$ cat src/hdl/mfe_pkg.sv
// Shared types and constants of the max-flow engine.
// Used by mfe_ctrl and max_flow_shortest_path_engine; depends on nothing.
package mfe_pkg;

    typedef enum logic [1:0] {
        KIND_ADD   = 2'd0,
        KIND_RUN   = 2'd1,
        KIND_CLEAR = 2'd2
    } kind_t;

    localparam logic CFG_SOURCE = 1'b0;
    localparam logic CFG_SINK   = 1'b1;

    localparam int FLOW_BITS = 26;
    localparam logic [FLOW_BITS-1:0] FLOW_MAX = '1;

    localparam logic [7:0] SOURCE_RESET = 8'd0;
    localparam logic [7:0] SINK_RESET   = 8'd255;

endpackage

$ cat src/hdl/mfe_ctrl.sv
// Sequencer of the max-flow engine: edge loading, breadth-first search and augmentation.
// Depends on mfe_pkg; drives the four mfe_ram instances of the top level.
module mfe_ctrl #(
    parameter int VERTICES = 256,
    parameter int EDGES = 1024,
    parameter int CAP_BITS = 16,
    localparam int VW = $clog2(VERTICES),
    localparam int EAW = $clog2(2 * EDGES),
    localparam int EW = EAW + 1,
    localparam int EWD = VW + CAP_BITS + EW,
    localparam int VIW = 1 + VW + EAW
) (
    input  logic                          clk,
    input  logic                          rst_n,
    input  logic                          cfg_write,
    input  logic                          cfg_index,
    input  logic [7:0]                    cfg_data,
    input  logic                          in_valid,
    output logic                          in_ready,
    input  logic [1:0]                    kind,
    input  logic [7:0]                    from_vertex,
    input  logic [7:0]                    to_vertex,
    input  logic [15:0]                   capacity,
    output logic                          out_valid,
    input  logic                          out_ready,
    output logic [mfe_pkg::FLOW_BITS-1:0] flow_value,
    output logic                          edges_dropped,
    output logic                          head_we,
    output logic [VW-1:0]                 head_waddr,
    output logic [EW-1:0]                 head_wdata,
    output logic [VW-1:0]                 head_raddr,
    input  logic [EW-1:0]                 head_rdata,
    output logic                          edge_we,
    output logic [EAW-1:0]                edge_waddr,
    output logic [EWD-1:0]                edge_wdata,
    output logic [EAW-1:0]                edge_raddr,
    input  logic [EWD-1:0]                edge_rdata,
    output logic                          vinf_we,
    output logic [VW-1:0]                 vinf_waddr,
    output logic [VIW-1:0]                vinf_wdata,
    output logic [VW-1:0]                 vinf_raddr,
    input  logic [VIW-1:0]                vinf_rdata,
    output logic                          que_we,
    output logic [VW-1:0]                 que_waddr,
    output logic [VW-1:0]                 que_wdata,
    output logic [VW-1:0]                 que_raddr,
    input  logic [VW-1:0]                 que_rdata
);

    localparam int RES = 2 * EDGES;
    localparam int FB = mfe_pkg::FLOW_BITS;
    localparam int SW = ((CAP_BITS > FB) ? CAP_BITS : FB) + 1;

    typedef enum logic [4:0] {
        ST_IDLE, ST_HCLR, ST_ADD0, ST_ADD1, ST_ADD2, ST_RCHK, ST_VCLR, ST_SINIT,
        ST_POP, ST_POPW, ST_HEADW, ST_EDGE, ST_EDGEW, ST_VIS,
        ST_N_RD, ST_N_RDW, ST_N_CAP, ST_A_RD, ST_A_RDW, ST_A_FWD, ST_A_REV, ST_FINISH
    } state_t;

    state_t               state_reg;
    logic [7:0]           src_reg;
    logic [7:0]           snk_reg;
    logic [VW-1:0]        u_reg;
    logic [VW-1:0]        v_reg;
    logic [CAP_BITS-1:0]  capin_reg;
    logic [EW-1:0]        cnt_reg;
    logic                 drop_reg;
    logic [VW-1:0]        ptr_reg;
    logic [VW:0]          qh_reg;
    logic [VW:0]          qt_reg;
    logic [EW-1:0]        e_reg;
    logic [EW-1:0]        nxt_reg;
    logic [CAP_BITS-1:0]  ecap_reg;
    logic [VW-1:0]        w_reg;
    logic [VW-1:0]        pred_reg;
    logic [EAW-1:0]       pe_reg;
    logic [CAP_BITS-1:0]  neck_reg;
    logic [FB-1:0]        total_reg;
    logic                 out_valid_reg;
    logic [FB-1:0]        flow_reg;
    logic                 odrop_reg;

    logic [VW-1:0]        s_v;
    logic [VW-1:0]        t_v;
    logic [VW-1:0]        e_tgt;
    logic [CAP_BITS-1:0]  e_cap;
    logic [EW-1:0]        e_nxt;
    logic                 v_vis;
    logic [VW-1:0]        v_pred;
    logic [EAW-1:0]       v_pe;
    logic [EW-1:0]        cnt_p1;
    logic                 take;
    logic                 from_ok;
    logic                 to_ok;
    logic                 store_full;
    logic [SW-1:0]        sum;

    assign s_v = VW'(src_reg);
    assign t_v = VW'(snk_reg);
    assign e_tgt = edge_rdata[EWD-1 -: VW];
    assign e_cap = edge_rdata[EW +: CAP_BITS];
    assign e_nxt = edge_rdata[EW-1:0];
    assign v_vis = vinf_rdata[VIW-1];
    assign v_pred = vinf_rdata[EAW +: VW];
    assign v_pe = vinf_rdata[EAW-1:0];
    assign cnt_p1 = cnt_reg + EW'(1);
    assign take = !v_vis && (ecap_reg != '0);
    assign from_ok = 32'(from_vertex) < 32'(VERTICES);
    assign to_ok = 32'(to_vertex) < 32'(VERTICES);
    assign store_full = (32'(cnt_reg) + 32'd2) > 32'(RES);
    assign sum = SW'(total_reg) + SW'(neck_reg);

    assign in_ready = (state_reg == ST_IDLE);
    assign out_valid = out_valid_reg;
    assign flow_value = flow_reg;
    assign edges_dropped = odrop_reg;

    always_comb
    begin
        head_we = 1'b0;
        head_waddr = '0;
        head_wdata = '0;
        head_raddr = '0;
        edge_we = 1'b0;
        edge_waddr = '0;
        edge_wdata = '0;
        edge_raddr = '0;
        vinf_we = 1'b0;
        vinf_waddr = '0;
        vinf_wdata = '0;
        vinf_raddr = '0;
        que_we = 1'b0;
        que_waddr = '0;
        que_wdata = '0;
        que_raddr = '0;
        unique case (state_reg)
            ST_HCLR:
            begin
                head_we = 1'b1;
                head_waddr = ptr_reg;
                head_wdata = '1;
            end
            ST_ADD0:
            begin
                head_raddr = u_reg;
            end
            ST_ADD1:
            begin
                edge_we = 1'b1;
                edge_waddr = cnt_reg[EAW-1:0];
                edge_wdata = {v_reg, capin_reg, head_rdata};
                head_we = 1'b1;
                head_waddr = u_reg;
                head_wdata = cnt_reg;
                head_raddr = v_reg;
            end
            ST_ADD2:
            begin
                edge_we = 1'b1;
                edge_waddr = cnt_p1[EAW-1:0];
                edge_wdata = {u_reg, {CAP_BITS{1'b0}}, (v_reg == u_reg) ? cnt_reg : head_rdata};
                head_we = 1'b1;
                head_waddr = v_reg;
                head_wdata = cnt_p1;
            end
            ST_VCLR:
            begin
                vinf_we = 1'b1;
                vinf_waddr = ptr_reg;
                vinf_wdata = '0;
            end
            ST_SINIT:
            begin
                vinf_we = 1'b1;
                vinf_waddr = s_v;
                vinf_wdata = {1'b1, {VW{1'b0}}, {EAW{1'b0}}};
                que_we = 1'b1;
                que_waddr = '0;
                que_wdata = s_v;
            end
            ST_POP:
            begin
                que_raddr = qh_reg[VW-1:0];
            end
            ST_POPW:
            begin
                head_raddr = que_rdata;
            end
            ST_EDGE:
            begin
                edge_raddr = e_reg[EAW-1:0];
            end
            ST_EDGEW:
            begin
                vinf_raddr = e_tgt;
            end
            ST_VIS:
            begin
                if (take)
                begin
                    vinf_we = 1'b1;
                    vinf_waddr = v_reg;
                    vinf_wdata = {1'b1, u_reg, e_reg[EAW-1:0]};
                    if (v_reg != t_v)
                    begin
                        que_we = 1'b1;
                        que_waddr = qt_reg[VW-1:0];
                        que_wdata = v_reg;
                    end
                end
            end
            ST_N_RD, ST_A_RD:
            begin
                vinf_raddr = w_reg;
            end
            ST_N_RDW, ST_A_RDW:
            begin
                edge_raddr = v_pe;
            end
            ST_A_FWD:
            begin
                edge_we = 1'b1;
                edge_waddr = pe_reg;
                edge_wdata = {e_tgt, e_cap - neck_reg, e_nxt};
                edge_raddr = pe_reg ^ EAW'(1);
            end
            ST_A_REV:
            begin
                edge_we = 1'b1;
                edge_waddr = pe_reg ^ EAW'(1);
                edge_wdata = {e_tgt, e_cap + neck_reg, e_nxt};
            end
            default:
            begin
            end
        endcase
    end

    always_ff @(posedge clk or negedge rst_n)
    begin
        if (!rst_n)
        begin
            state_reg <= ST_HCLR;
            src_reg <= mfe_pkg::SOURCE_RESET;
            snk_reg <= mfe_pkg::SINK_RESET;
            u_reg <= '0;
            v_reg <= '0;
            capin_reg <= '0;
            cnt_reg <= '0;
            drop_reg <= 1'b0;
            ptr_reg <= '0;
            qh_reg <= '0;
            qt_reg <= '0;
            e_reg <= '0;
            nxt_reg <= '0;
            ecap_reg <= '0;
            w_reg <= '0;
            pred_reg <= '0;
            pe_reg <= '0;
            neck_reg <= '0;
            total_reg <= '0;
            out_valid_reg <= 1'b0;
            flow_reg <= '0;
            odrop_reg <= 1'b0;
        end
        else
        begin
            if (cfg_write)
            begin
                unique case (cfg_index)
                    mfe_pkg::CFG_SOURCE: src_reg <= cfg_data;
                    mfe_pkg::CFG_SINK:   snk_reg <= cfg_data;
                    default:
                    begin
                    end
                endcase
            end
            if (out_valid_reg && out_ready && (state_reg != ST_FINISH))
            begin
                out_valid_reg <= 1'b0;
            end
            unique case (state_reg)
                ST_IDLE:
                begin
                    if (in_valid)
                    begin
                        u_reg <= VW'(from_vertex);
                        v_reg <= VW'(to_vertex);
                        capin_reg <= CAP_BITS'(capacity);
                        unique case (mfe_pkg::kind_t'(kind))
                            mfe_pkg::KIND_ADD:
                            begin
                                if (from_ok && to_ok)
                                begin
                                    if (store_full)
                                    begin
                                        drop_reg <= 1'b1;
                                    end
                                    else
                                    begin
                                        state_reg <= ST_ADD0;
                                    end
                                end
                            end
                            mfe_pkg::KIND_RUN:
                            begin
                                state_reg <= ST_RCHK;
                            end
                            mfe_pkg::KIND_CLEAR:
                            begin
                                cnt_reg <= '0;
                                drop_reg <= 1'b0;
                                ptr_reg <= '0;
                                state_reg <= ST_HCLR;
                            end
                            default:
                            begin
                            end
                        endcase
                    end
                end
                ST_HCLR:
                begin
                    ptr_reg <= ptr_reg + VW'(1);
                    if (32'(ptr_reg) == VERTICES - 1)
                    begin
                        state_reg <= ST_IDLE;
                    end
                end
                ST_ADD0:
                begin
                    state_reg <= ST_ADD1;
                end
                ST_ADD1:
                begin
                    state_reg <= ST_ADD2;
                end
                ST_ADD2:
                begin
                    cnt_reg <= cnt_reg + EW'(2);
                    state_reg <= ST_IDLE;
                end
                ST_RCHK:
                begin
                    total_reg <= '0;
                    ptr_reg <= '0;
                    if ((32'(src_reg) >= 32'(VERTICES)) || (32'(snk_reg) >= 32'(VERTICES))
                        || (src_reg == snk_reg))
                    begin
                        state_reg <= ST_FINISH;
                    end
                    else
                    begin
                        state_reg <= ST_VCLR;
                    end
                end
                ST_VCLR:
                begin
                    ptr_reg <= ptr_reg + VW'(1);
                    if (32'(ptr_reg) == VERTICES - 1)
                    begin
                        state_reg <= ST_SINIT;
                    end
                end
                ST_SINIT:
                begin
                    qh_reg <= '0;
                    qt_reg <= (VW+1)'(1);
                    state_reg <= ST_POP;
                end
                ST_POP:
                begin
                    if (qh_reg == qt_reg)
                    begin
                        state_reg <= ST_FINISH;
                    end
                    else
                    begin
                        qh_reg <= qh_reg + (VW+1)'(1);
                        state_reg <= ST_POPW;
                    end
                end
                ST_POPW:
                begin
                    u_reg <= que_rdata;
                    state_reg <= ST_HEADW;
                end
                ST_HEADW:
                begin
                    e_reg <= head_rdata;
                    state_reg <= ST_EDGE;
                end
                ST_EDGE:
                begin
                    if (e_reg[EW-1])
                    begin
                        state_reg <= ST_POP;
                    end
                    else
                    begin
                        state_reg <= ST_EDGEW;
                    end
                end
                ST_EDGEW:
                begin
                    v_reg <= e_tgt;
                    ecap_reg <= e_cap;
                    nxt_reg <= e_nxt;
                    state_reg <= ST_VIS;
                end
                ST_VIS:
                begin
                    e_reg <= nxt_reg;
                    state_reg <= ST_EDGE;
                    if (take)
                    begin
                        if (v_reg == t_v)
                        begin
                            neck_reg <= '1;
                            w_reg <= t_v;
                            state_reg <= ST_N_RD;
                        end
                        else
                        begin
                            qt_reg <= qt_reg + (VW+1)'(1);
                        end
                    end
                end
                ST_N_RD:
                begin
                    if (w_reg == s_v)
                    begin
                        w_reg <= t_v;
                        state_reg <= ST_A_RD;
                    end
                    else
                    begin
                        state_reg <= ST_N_RDW;
                    end
                end
                ST_N_RDW:
                begin
                    pred_reg <= v_pred;
                    state_reg <= ST_N_CAP;
                end
                ST_N_CAP:
                begin
                    if (e_cap < neck_reg)
                    begin
                        neck_reg <= e_cap;
                    end
                    w_reg <= pred_reg;
                    state_reg <= ST_N_RD;
                end
                ST_A_RD:
                begin
                    if (w_reg == s_v)
                    begin
                        if (sum > SW'(mfe_pkg::FLOW_MAX))
                        begin
                            total_reg <= mfe_pkg::FLOW_MAX;
                        end
                        else
                        begin
                            total_reg <= FB'(sum);
                        end
                        ptr_reg <= '0;
                        state_reg <= ST_VCLR;
                    end
                    else
                    begin
                        state_reg <= ST_A_RDW;
                    end
                end
                ST_A_RDW:
                begin
                    pred_reg <= v_pred;
                    pe_reg <= v_pe;
                    state_reg <= ST_A_FWD;
                end
                ST_A_FWD:
                begin
                    state_reg <= ST_A_REV;
                end
                ST_A_REV:
                begin
                    w_reg <= pred_reg;
                    state_reg <= ST_A_RD;
                end
                ST_FINISH:
                begin
                    if (!out_valid_reg || out_ready)
                    begin
                        out_valid_reg <= 1'b1;
                        flow_reg <= total_reg;
                        odrop_reg <= drop_reg;
                        state_reg <= ST_IDLE;
                    end
                end
                default:
                begin
                    state_reg <= ST_IDLE;
                end
            endcase
        end
    end

    a_cnt_bound: assert property (@(posedge clk) disable iff (!rst_n)
        32'(cnt_reg) <= RES)
        else $error("residual entry count exceeds the edge store");

    a_queue_bound: assert property (@(posedge clk) disable iff (!rst_n)
        (32'(qt_reg) <= VERTICES) && (qh_reg <= qt_reg))
        else $error("search queue pointers out of order");

    a_neck_nonzero: assert property (@(posedge clk) disable iff (!rst_n)
        (state_reg == ST_A_FWD) |-> (neck_reg != '0) && (e_cap >= neck_reg))
        else $error("augmentation exceeds residual capacity");

    a_run_busy: assert property (@(posedge clk) disable iff (!rst_n)
        (in_valid && in_ready && (kind == mfe_pkg::KIND_RUN)) |=> !in_ready)
        else $error("engine ready right after taking a run transaction");

endmodule

$ cat config.mk
export PLATFORM = sky130hd
export DESIGN_NAME = mfe_ctrl
export DESIGN_NICKNAME = d
export VERILOG_FILES = /design/src/hdl/mfe_pkg.sv /design/src/hdl/mfe_ctrl.sv
export SDC_FILE = /design/constraint.sdc
export NUM_CORES = 1
export LEC_CHECK = 0
export BUFFER_PORTS_ARGS = -buffer_cell sky130_fd_sc_hd__buf_2
export CORE_AREA = 2 2 162 196
export DETAILED_ROUTE_END_ITERATION = 12
export DIE_AREA = 0 0 164 198
export HOLD_SLACK_MARGIN = 0.03
export PLACE_DENSITY = 0.8
export SETUP_SLACK_MARGIN = 0.4
export SLEW_MARGIN = 20
export SYNTH_ARGS = -nofsm -noshare
export SYNTH_HDL_FRONTEND = slang
export SYNTH_SLANG_ARGS = --single-unit
$ cat constraint.sdc
create_clock -name clk -period 6.9 [get_ports clk]
set_input_delay 2.07 -clock clk [delete_from_list [all_inputs] [get_ports clk]]
set_output_delay 2.07 -clock clk [all_outputs]
set_load 0.05 [all_outputs]
==> results.py, run 1 <==
metrics = {
    "finish": {
        "fillers": 2732,
        "finalNetCount": 2058,
        "drive_above_1_share_pct": 27.2,
        "mostFrequentLayoutCells": "294 x buf_2, 237 x nand2_1, 219 x dfrtp_1",
        "n_antenna_cell": 0,
        "final_common_cell": "buf_2",
        "design_area_um2": 17500,
        "fin_util_pct": 56.6,
        "syn2layout_area_growth_pct": 20.8,
    },
    "sta": {
        "tns_ps": 0,
        "hold_slack_ps": 473,
        "fmax_ghz": 0.151,
        "skew_ps": 15.8,
        "min_period_ps": 6620,
        "rsz0062_at_grt": "yes",
        "worst_pin_slew_ps": 1140,
        "finalCritPeriodShare_pct": 96.0,
        "slew_violations": 0,
        "slew_headroom_pct": 23.6,
        "hold_viol": 0,
        "setup_violations": 0,
    },
    "place": {
        "hpwlAfterDp_mm": 35.9,
        "gp_congestion": 0.994,
        "placed_area_um2": 16400,
        "io_buffers": 302,
    },
    "die": {
        "rows": 71,
        "die-height_um": 198,
        "die_x_um": 164,
        "core_um2": 30800,
        "initial_core_util_pct": 46.9,
        "io_pins": 303,
        "die_area_um2": 32500,
    },
    "grt": {
        "grt_overflow": 0,
        "track_usage_pct": 29.5,
        "antenna_found_initial": 1,
        "grt_pass1_vias": 13500,
        "grt_max_degree": 121,
        "grt_pass1_wl_mm": 74.6,
    },
    "worst_hold_path": {
        "whs_path_depth": 2,
        "worstHoldEndpoint": "nxt_reg[0]",
        "hp-start": "nxt_reg[0]",
        "hold_class": "register to register",
    },
    "clock_network": {
        "cts_buffers": 27,
        "cts_tree": "yes",
        "clk_latency_ps": 540,
        "root_buffer": "clkbuf_16",
        "htree_levels": 1,
        "hold_buffers": 0,
        "cts.sinks": 228,
        "path_clk_slew_ps": 60,
        "clockBufferDepth": 3,
    },
    "setup_path": {
        "r2r_cells": 8,
        "critPathLaunchType": "input port",
        "reg2reg_to": "qh_reg[5]",
        "critPathTopFamily": "compound AO/OA/AOI/OAI gates",
        "cpPeakStageDelay_ps": 370,
        "crit_start": "edge_rdata[12]",
        "cp.arrival_ps": 4550,
        "critPathKind": "input port to primary output",
        "timing.rr.start": "state_reg[4]",
        "end_kind": "primary output",
        "critPathMaxFanout": 3,
        "cp_cell_sequence": "buf_8 > inv_4 > ha_4 > inv_2 > fa_2 > a21o_1 > a21o_1 > a2111oi_4 > o211ai_1 > a41oi_2 > mux2i_2 > o2bb2ai_4 > buf_8",
        "rrSetupSlack_ps": 3330,
        "critPathRequiredTime_ps": 4830,
        "cp_num_buf_inv": 4,
        "crit_slowest_cell": "a2111oi_4",
    },
    "drt": {
        "via_per_inst": 6.06,
        "drc_errors": 0,
        "dr_total_vias": 13900,
        "drt_iter0_markers": 1435,
        "wire_per_inst_um": 21.2,
        "totalWireLength_mm": 48.8,
        "drt-pass1-iter-count": 7,
        "ant_nets": 0,
    },
    "synth": {
        "synth_top_family_by_area": "compound AO/OA/AOI/OAI gates",
        "synth_cell_type_count": 77,
        "ys_seq_area_share_pct": 39.5,
        "synthArstFlopShare_pct": 100,
        "syn_inst": 1605,
        "syn_nets": 1786,
        "synth.ff_latch_count": 228,
        "netlist_area_um2": 14500,
        "yosys_warnings": 0,
        "ys_dominant_reg_cell": "dfrtp_1",
        "synthAdderAreaFrac_pct": 5.09,
        "synth.avg_cell_area_um2": 9.01,
        "muxShareOfSynthArea_pct": 9.34,
        "synth_edf_count": 0,
        "synthXorXnorAreaFrac_pct": 4.24,
        "synth_compound_area_share_pct": 19.4,
        "post_synth_and_or_nand_nor_area_fraction_pct": 17.7,
    },
    "pwr": {
        "vdd_drop_max_v": 0.000387,
        "p_leak_nw": 9.02,
        "powerDensity_nw_per_um2": 429,
    },
    "run_status": {
        "status": "finished, final reports clean",
    },
    "run": {
        "drv_cap": 0,
    },
}
==> how the worst max path moves through the flow <==
stage | slack, ps | depth (start not counted) | endpoint
3_3_place_gp | 50 | 13 | edge_wdata[26]
5_1_grt | 200 | 13 | edge_wdata[26]
6_report | 280 | 13 | edge_wdata[26]
2_1_floorplan | 300 | 12 | edge_wdata[22]
3_5_place_dp | 20 | 13 | edge_wdata[26]
4_1_cts | 310 | 14 | edge_wdata[22]
==> routing by layer <==
| layer | GRT usage (%) | routed length [µm] | share of wire [%] |
|---|---|---|---|
| met3 | 5.22 | 4130 | 8.5 |
| met5 | 0 | 11 | 0.023 |
| met4 | 15.8 | 2710 | 5.6 |
| met1 | 35.7 | 18500 | 38 |
| met2 | 49.8 | 23400 | 48 |
==> worst min-delay path, stage by stage (launching register included) <==
cell     delay (ps)
dfrtp_1         340
nand2_1          50
nand2_1          60
==> power breakdown <==
| group | total [mW] | switching, mW | internal, mW |
|---|---|---|---|
| logic | 3.70 | 2.38 | 1.32 |
| clock network | 1.45 | 0.568 | 0.887 |
| registers | 2.33 | 0.557 | 1.77 |
| total | 7.49 | 3.50 | 3.98 |
==> synthesized netlist by cell type (all sizes together), types with 8 or more instances <==
| master | n | area [µm²] |
|---|---|---|
| o31ai | 11 | 82.6 |
| nand4 | 14 | 87.6 |
| o22a | 17 | 149 |
| mux2i | 46 | 460 |
| buf | 18 | 82.6 |
| o21a | 9 | 67.6 |
| nor3 | 26 | 135 |
| a21oi | 70 | 354 |
| or2 | 10 | 62.6 |
| nand2b | 11 | 68.8 |
| nand2 | 238 | 893 |
| nor4 | 11 | 68.8 |
| a31oi | 11 | 83.8 |
| xor2 | 32 | 280 |
| nor2 | 117 | 442 |
| o21ai | 115 | 576 |
| dfstp | 9 | 236 |
| o221ai | 8 | 70.1 |
| a22o | 24 | 210 |
| xnor2 | 38 | 333 |
| and2 | 35 | 219 |
| and3 | 22 | 138 |
| ha | 54 | 676 |
| mux2 | 79 | 890 |
| o21bai | 8 | 60.1 |
| nand3 | 26 | 130 |
| or3 | 12 | 75.1 |
| a222oi | 41 | 410 |
| inv | 83 | 312 |
| a21o | 19 | 143 |
| dfrtp | 219 | 5480 |
| clkbuf | 73 | 278 |
| nor2b | 14 | 87.6 |
| a221o | 17 | 170 |
==> kinds of logic (layout without fill, tap and decap cells) <==
family,Yosys count,count (layout)
compound gates,398,398
xor+xnor,70,70
fa+ha+maj,57,57
buf+inv,174,466
flops,228,228
mux,125,125
simple gates,553,553
==> what timing repair did <==
| item | CTS | global route |
|---|---|---|
| pin swaps | 12 | 13 |
| setup buffers | 5 | 3 |
| gates resized for setup | 21 | 17 |
| endpoints found under the setup margin | 8 | 9 |
==> cell type report <==
type                            count  area (µm²)  share of cell area, %
Inverter                           83         314                   1.80
Clock buffer                       42         782                   4.48
Multi-Input combinational cell   1203        8220                   47.1
Clock inverter                      7         116                  0.666
Sequential cell                   228        5720                   32.7
Tap cell                          401         502                   2.87
Timing Repair Buffer              334        1810                   10.3
==> through the flow <==
stage / cells / setup WS, ps / power (mW)
after detailed placement: 2241 / 16.3 / 5.85
after global placement: 2241 / 47.5 / 5.77
final: 2298 / 278 / 7.49
after CTS: 2295 / 314 / 7.40
after floorplan: 1605 / 305 / 4.85
after global routing: 2298 / 201 / 7.91
Note: power is estimated with default switching activity, not from simulation.
==> run 2: changes to the inputs <==
--- a/config.mk
+++ b/config.mk
@@ -5,12 +5,12 @@
 export SDC_FILE = /design/constraint.sdc
 export NUM_CORES = 1
 export LEC_CHECK = 0
-export BUFFER_PORTS_ARGS = -buffer_cell sky130_fd_sc_hd__buf_2
 export CORE_AREA = 2 2 162 196
 export DETAILED_ROUTE_END_ITERATION = 12
 export DIE_AREA = 0 0 164 198
+export DONT_BUFFER_PORTS = 1
 export HOLD_SLACK_MARGIN = 0.03
-export PLACE_DENSITY = 0.8
+export PLACE_DENSITY = 0.71
 export SETUP_SLACK_MARGIN = 0.4
 export SLEW_MARGIN = 20
 export SYNTH_ARGS = -nofsm -noshare
==> run 2 against run 1 <==
Fmax grew 0.70%. Worst setup slack gained 46 ps. Critical path type unchanged. Sequential share of layout area grew 3.0 points. Combinational power shrank 8.1%. Highest routed layer is now met4. Clock power shrank 4%. Global-route usage shrank 1.2 points. Design area shrank 8.4%. Largest cell class unchanged. First-iteration DRC count shrank 10%.
==> results.py, run 2 (synthesized netlist as in run 1, its figures left out) <==
metrics = {
    "run_status": {
        "status": "finished, final reports clean",
    },
    "clock_network": {
        "cts_tree": "yes",
        "path_clk_slew_ps": 60,
        "clk_latency_ps": 550,
        "cts_buffers": 25,
        "root_buffer": "clkbuf_16",
        "hold_buffers": 0,
        "cts.sinks": 228,
        "htree_levels": 1,
        "clockBufferDepth": 3,
    },
    "finish": {
        "drive_above_1_share_pct": 14.2,
        "final_common_cell": "nand2_1",
        "syn2layout_area_growth_pct": 10.6,
        "fillers": 2844,
        "seqCellArea_um2": 5720,
        "final_cells": 2007,
        "multi_input_area_um2": 8220,
        "finalNetCount": 1767,
        "design_area_um2": 16000,
        "mostFrequentLayoutCells": "237 x nand2_1, 219 x dfrtp_1, 109 x nor2_1",
    },
    "setup_path": {
        "cpPeakStageDelay_ps": 450,
        "cp.arrival_ps": 4510,
        "cp_cell_sequence": "clkinv_16 > ha_4 > inv_2 > fa_2 > a21o_1 > a21o_1 > a2111oi_4 > nor2_1 > nor4_1 > nor2_1 > o221a_2 > o21ai_2 > buf_6",
        "end_kind": "primary output",
        "critPathRequiredTime_ps": 4830,
        "critPathKind": "input port to primary output",
        "critPathMaxFanout": 3,
        "critPathTopFamily": "compound AO/OA/AOI/OAI gates",
        "cp_num_buf_inv": 3,
        "crit_slowest_cell": "a2111oi_4",
        "critPathLaunchType": "input port",
    },
    "place": {
        "hpwlAfterDp_mm": 34.4,
        "gp_congestion": 0.958,
        "dp_cells": 1957,
        "placed_area_um2": 15000,
        "io_buffers": 0,
        "post-place-ws_ps": 149,
    },
    "sta": {
        "fin_ws_ps": 324,
        "slew_headroom_pct": 22.3,
        "min_period_ps": 6580,
        "rsz0062_at_grt": "yes",
        "hold_viol": 0,
        "tns_ps": 0,
        "worst_pin_slew_ps": 1160,
        "setup_violations": 0,
        "slew_violations": 0,
        "skew_ps": 17.5,
        "finalCritPeriodShare_pct": 95.3,
        "fmax_ghz": 0.152,
    },
    "die": {
        "rows": 71,
        "core_um2": 30800,
        "io_pins": 303,
        "initial_core_util_pct": 46.9,
        "die_x_um": 164,
        "die-height_um": 198,
        "die_area_um2": 32500,
    },
    "drt": {
        "totalWireLength_mm": 47.2,
        "wire_per_inst_um": 23.5,
        "dr_total_vias": 12600,
        "drt-pass1-iter-count": 9,
        "ant_nets": 0,
        "via_per_inst": 6.28,
        "drt_iter0_markers": 1288,
        "drc_errors": 0,
    },
    "pwr": {
        "p_sw_mw": 3.40,
        "clkPwrFrac_pct": 19.4,
        "p_leak_nw": 7.62,
        "powerDensity_nw_per_um2": 448,
        "internal_power_mw": 3.76,
        "p_seq_share_pct": 33.1,
        "vdd_drop_max_v": 0.000355,
        "switching_share_pct": 47.5,
        "total_power_mw": 7.16,
        "combPwrFrac_pct": 47.5,
    },
    "grt": {
        "grt_pass1_vias": 12100,
        "grt_pass1_wl_mm": 70.1,
        "track_usage_pct": 28.2,
        "grt_max_degree": 229,
        "antenna_found_initial": 2,
        "grt_overflow": 0,
    },
    "run": {
        "drv_cap": 0,
    },
    "worst_hold_path": {
        "hold_class": "register to register",
    },
}
## run 2: changes by cell type in the layout (fill, tap and decap cells not counted), moves of 3 or more
cell	delta
o21ai_1	+3
clkbuf_1	-5
buf_4	+9
buf_2	-294
buf_8	-3
## run 2: power by group through the flow
| stage | registers (mW) | clock network [mW] | logic, mW |
|---|---|---|---|
| floorplan | 2.07 | 0 | 2.78 |
| global placement | 2.35 | 0 | 3.23 |
| detailed placement | 2.37 | 0 | 3.29 |
| CTS | 2.35 | 1.43 | 3.34 |
| global route | 2.42 | 1.48 | 3.66 |
| finish | 2.37 | 1.39 | 3.40 |
## run 2: final timing paths
check                                 endpoint            from  depth (start not counted)  slack, ps
worst max-delay path            edge_wdata[22]  edge_rdata[12]                         13        320
worst min-delay path                nxt_reg[2]      nxt_reg[2]                          2        470
worst max register to register       qh_reg[5]    state_reg[4]                          7       3410
worst min register to register      nxt_reg[2]      nxt_reg[2]                          2        470
max in group asynchronous          neck_reg[0]           rst_n                          0       5290
min in group asynchronous            pe_reg[4]           rst_n                          0       1230
## run 2: worst min-delay path, stage by stage, from the launching register on
cell and delay, ps:
dfrtp_1 340, nand2_1 50, nand2_1 60
## run 2: what timing repair did
action / in CTS / in global routing
resized for setup: 16 / 8
pin swaps: 8 / 12
buffers inserted: 0 / 3
setup endpoints to repair: 5 / 8
endpoints found under the hold margin: 0 / 0
## run 2: area by class of cell
cell class | instances | share of cell area (%)
Multi-Input combinational cell | 1203 | 51.4
Sequential cell | 228 | 35.8
Clock buffer | 37 | 4.63
Tap cell | 401 | 3.14
Timing Repair Buffer | 45 | 2.24
Inverter | 83 | 2.11
Clock inverter | 9 | 0.712
Antenna cell | 1 | 0.0157
## run 2: routing by layer
layer | vias to the layer above | part of all wire (%) | GRT usage [%]
li1 | 5709 | - | -
met1 | 6136 | 38 | 33.8
met2 | 636 | 49 | 48.0
met3 | 131 | 8.8 | 6.62
met4 | 0 | 4.7 | 13.0
met5 | - | 0 | 0
## run 2: metrics by stage
step | util [%] | hold WS, ps
6_report | 51.9 | 472
5_1_grt | 51.9 | 492
4_1_cts | 51.7 | 477
3_5_place_dp | 48.7 | 462
3_3_place_gp | 48.6 | 458
2_1_floorplan | - | 445
==> run 3: changes to the inputs <==
--- a/config.mk
+++ b/config.mk
@@ -5,9 +5,9 @@
 export SDC_FILE = /design/constraint.sdc
 export NUM_CORES = 1
 export LEC_CHECK = 0
-export CORE_AREA = 2 2 162 196
+export CORE_AREA = 5 5 165 199
 export DETAILED_ROUTE_END_ITERATION = 12
-export DIE_AREA = 0 0 164 198
+export DIE_AREA = 0 0 170 204
 export DONT_BUFFER_PORTS = 1
 export HOLD_SLACK_MARGIN = 0.03
 export PLACE_DENSITY = 0.71
==> constraint.sdc (replaced) <==
create_clock -name clk -period 8.1 [get_ports clk]
set_input_delay 2.43 -clock clk [delete_from_list [all_inputs] [get_ports clk]]
set_output_delay 2.43 -clock clk [all_outputs]
set_load 0.05 [all_outputs]
==> run 3 against run 2 <==
Critical path depth down 6. Design area down 1.3%. Register-to-register slack better by 970 ps. Clock power down 9%. Core utilization down 0.69 points. Sequential share of layout area up 0.48 points. Highest routed layer unchanged. Largest power group unchanged. Combinational power down 18%. Total power down 15%. Final cell count down 0.85%. Worst setup slack better by 280 ps.
==> results.py, run 3 (synthesized netlist as in run 1, its figures left out) <==
metrics = {
    "sta": {
        "slew_headroom_pct": 21.2,
        "worst_pin_slew_ps": 1180,
        "setup_violations": 0,
        "min_period_ps": 7500,
        "tns_ps": 0,
        "rsz0062_at_grt": "no",
        "hold_viol": 0,
        "fmax_ghz": 0.133,
        "finalCritPeriodShare_pct": 92.5,
        "slew_violations": 0,
        "skew_ps": 26.5,
    },
    "grt": {
        "grt_overflow": 0,
        "antenna_found_initial": 2,
        "grt_pass1_vias": 12500,
        "grt_max_degree": 229,
        "grt_pass1_wl_mm": 73.5,
        "track_usage_pct": 26.8,
    },
    "finish": {
        "final_cells": 1990,
        "mostFrequentLayoutCells": "236 x nand2_1, 219 x dfrtp_1, 109 x nor2_1, 109 x o21ai_0, 83 x inv_1",
        "drive_above_1_share_pct": 12.6,
        "final_common_cell": "nand2_1",
        "syn2layout_area_growth_pct": 9.14,
        "finalNetCount": 1748,
        "fin_util_pct": 51.2,
    },
    "setup_path": {
        "critPathRequiredTime_ps": 5670,
        "critPathKind": "input port to primary output",
        "crit_start": "edge_rdata[15]",
        "cp.arrival_ps": 5070,
        "end_kind": "primary output",
        "critPathMaxFanout": 8,
        "critPathLaunchType": "input port",
        "timing.rr.start": "state_reg[4]",
    },
    "drt": {
        "ant_nets": 0,
        "via_per_inst": 6.32,
        "drc_errors": 0,
        "drt-pass1-iter-count": 9,
        "drt_iter0_markers": 1305,
        "wire_per_inst_um": 24.2,
        "totalWireLength_mm": 48.2,
        "dr_total_vias": 12600,
    },
    "worst_hold_path": {
        "hold_class": "register to register",
        "hp-start": "nxt_reg[0]",
    },
    "die": {
        "rows": 71,
        "die_area_um2": 34700,
        "io_pins": 303,
        "die_x_um": 170,
        "die-height_um": 204,
        "initial_core_util_pct": 46.9,
        "core_um2": 30800,
    },
    "pwr": {
        "total_power_mw": 6.06,
        "p_leak_nw": 7.53,
        "powerDensity_nw_per_um2": 384,
        "vdd_drop_max_v": 0.000312,
    },
    "clock_network": {
        "clockBufferDepth": 3,
        "cts.sinks": 228,
        "htree_levels": 1,
        "hold_buffers": 0,
        "post_cts_buffers": 0,
        "clk_latency_ps": 550,
        "cts_tree": "yes",
        "cts_resized": 0,
        "path_clk_slew_ps": 60,
        "root_buffer": "clkbuf_16",
        "cts_buffers": 26,
    },
    "place": {
        "gp_congestion": 0.955,
        "io_buffers": 0,
        "hpwlAfterDp_mm": 35.5,
        "dp_cells": 1940,
    },
    "run": {
        "drv_cap": 0,
    },
    "run_status": {
        "status": "finished, final reports clean",
    },
}
## run 3: changes by cell type in the layout (fill, tap and decap cells not counted), sizes merged
cell | previous run | this run
buf | 45 | 25
bufinv | 2 | 3
clkbuf | 37 | 36
clkinv | 3 | 5
clkinvlp | 3 | 2
diode | 1 | 2
inv | 84 | 85
## run 3: stage by stage
| step | cell area (µm²) | setup WS (ps) | hold slack [ps] |
|---|---|---|---|
| after global routing | 15800 | 481 | 498 |
| after CTS | 15800 | 679 | 476 |
| after floorplan | 14500 | 541 | 445 |
| after global placement | 14800 | 709 | 458 |
| final | 15800 | 604 | 473 |
| after detailed placement | 14800 | 682 | 462 |
## run 3: layout make-up
| type | instances | area (µm²) |
|---|---|---|
| clock buffers | 36 | 769 |
| multi-input cells | 1203 | 8130 |
| repair buffers | 25 | 188 |
| diodes | 2 | 5.00 |
| inverters | 83 | 312 |
| flip-flops and latches | 228 | 5720 |
| clock inverters | 12 | 155 |
| fillers | 2840 | 15000 |
| well taps | 401 | 502 |
## run 3: metal layers
metal | share of wire [%] | wire length (µm) | GRT usage [%]
met1 | 38 | 18400 | 33.3
met2 | 49 | 23800 | 46.0
met3 | 8.6 | 4130 | 5.82
met4 | 3.7 | 1800 | 9.42
met5 | 0 | 0 | 0
## run 3: path summary, 6_finish.rpt
path / cells past startpoint / slack [ps] / to
max in group asynchronous: 0 / 6200 / neck_reg[15]
max: 7 / 600 / edge_wdata[25]
max reg2reg: 11 / 4380 / qt_reg[6]
min reg2reg: 2 / 470 / nxt_reg[0]
min in group asynchronous: 0 / 1590 / drop_reg
min: 2 / 470 / nxt_reg[0]
## run 3: power by group
group / internal (mW) / switching [mW]
Clock: 0.762 / 0.494
Sequential: 1.51 / 0.496
Combinational: 0.928 / 1.87
## run 3: critical path, cell delays in order
cell and delay, ps:
ha_1 370, o311ai_0 870, nand4_1 330, a31oi_1 300
o21ai_0 100, a21oi_1 140, a221o_1 510
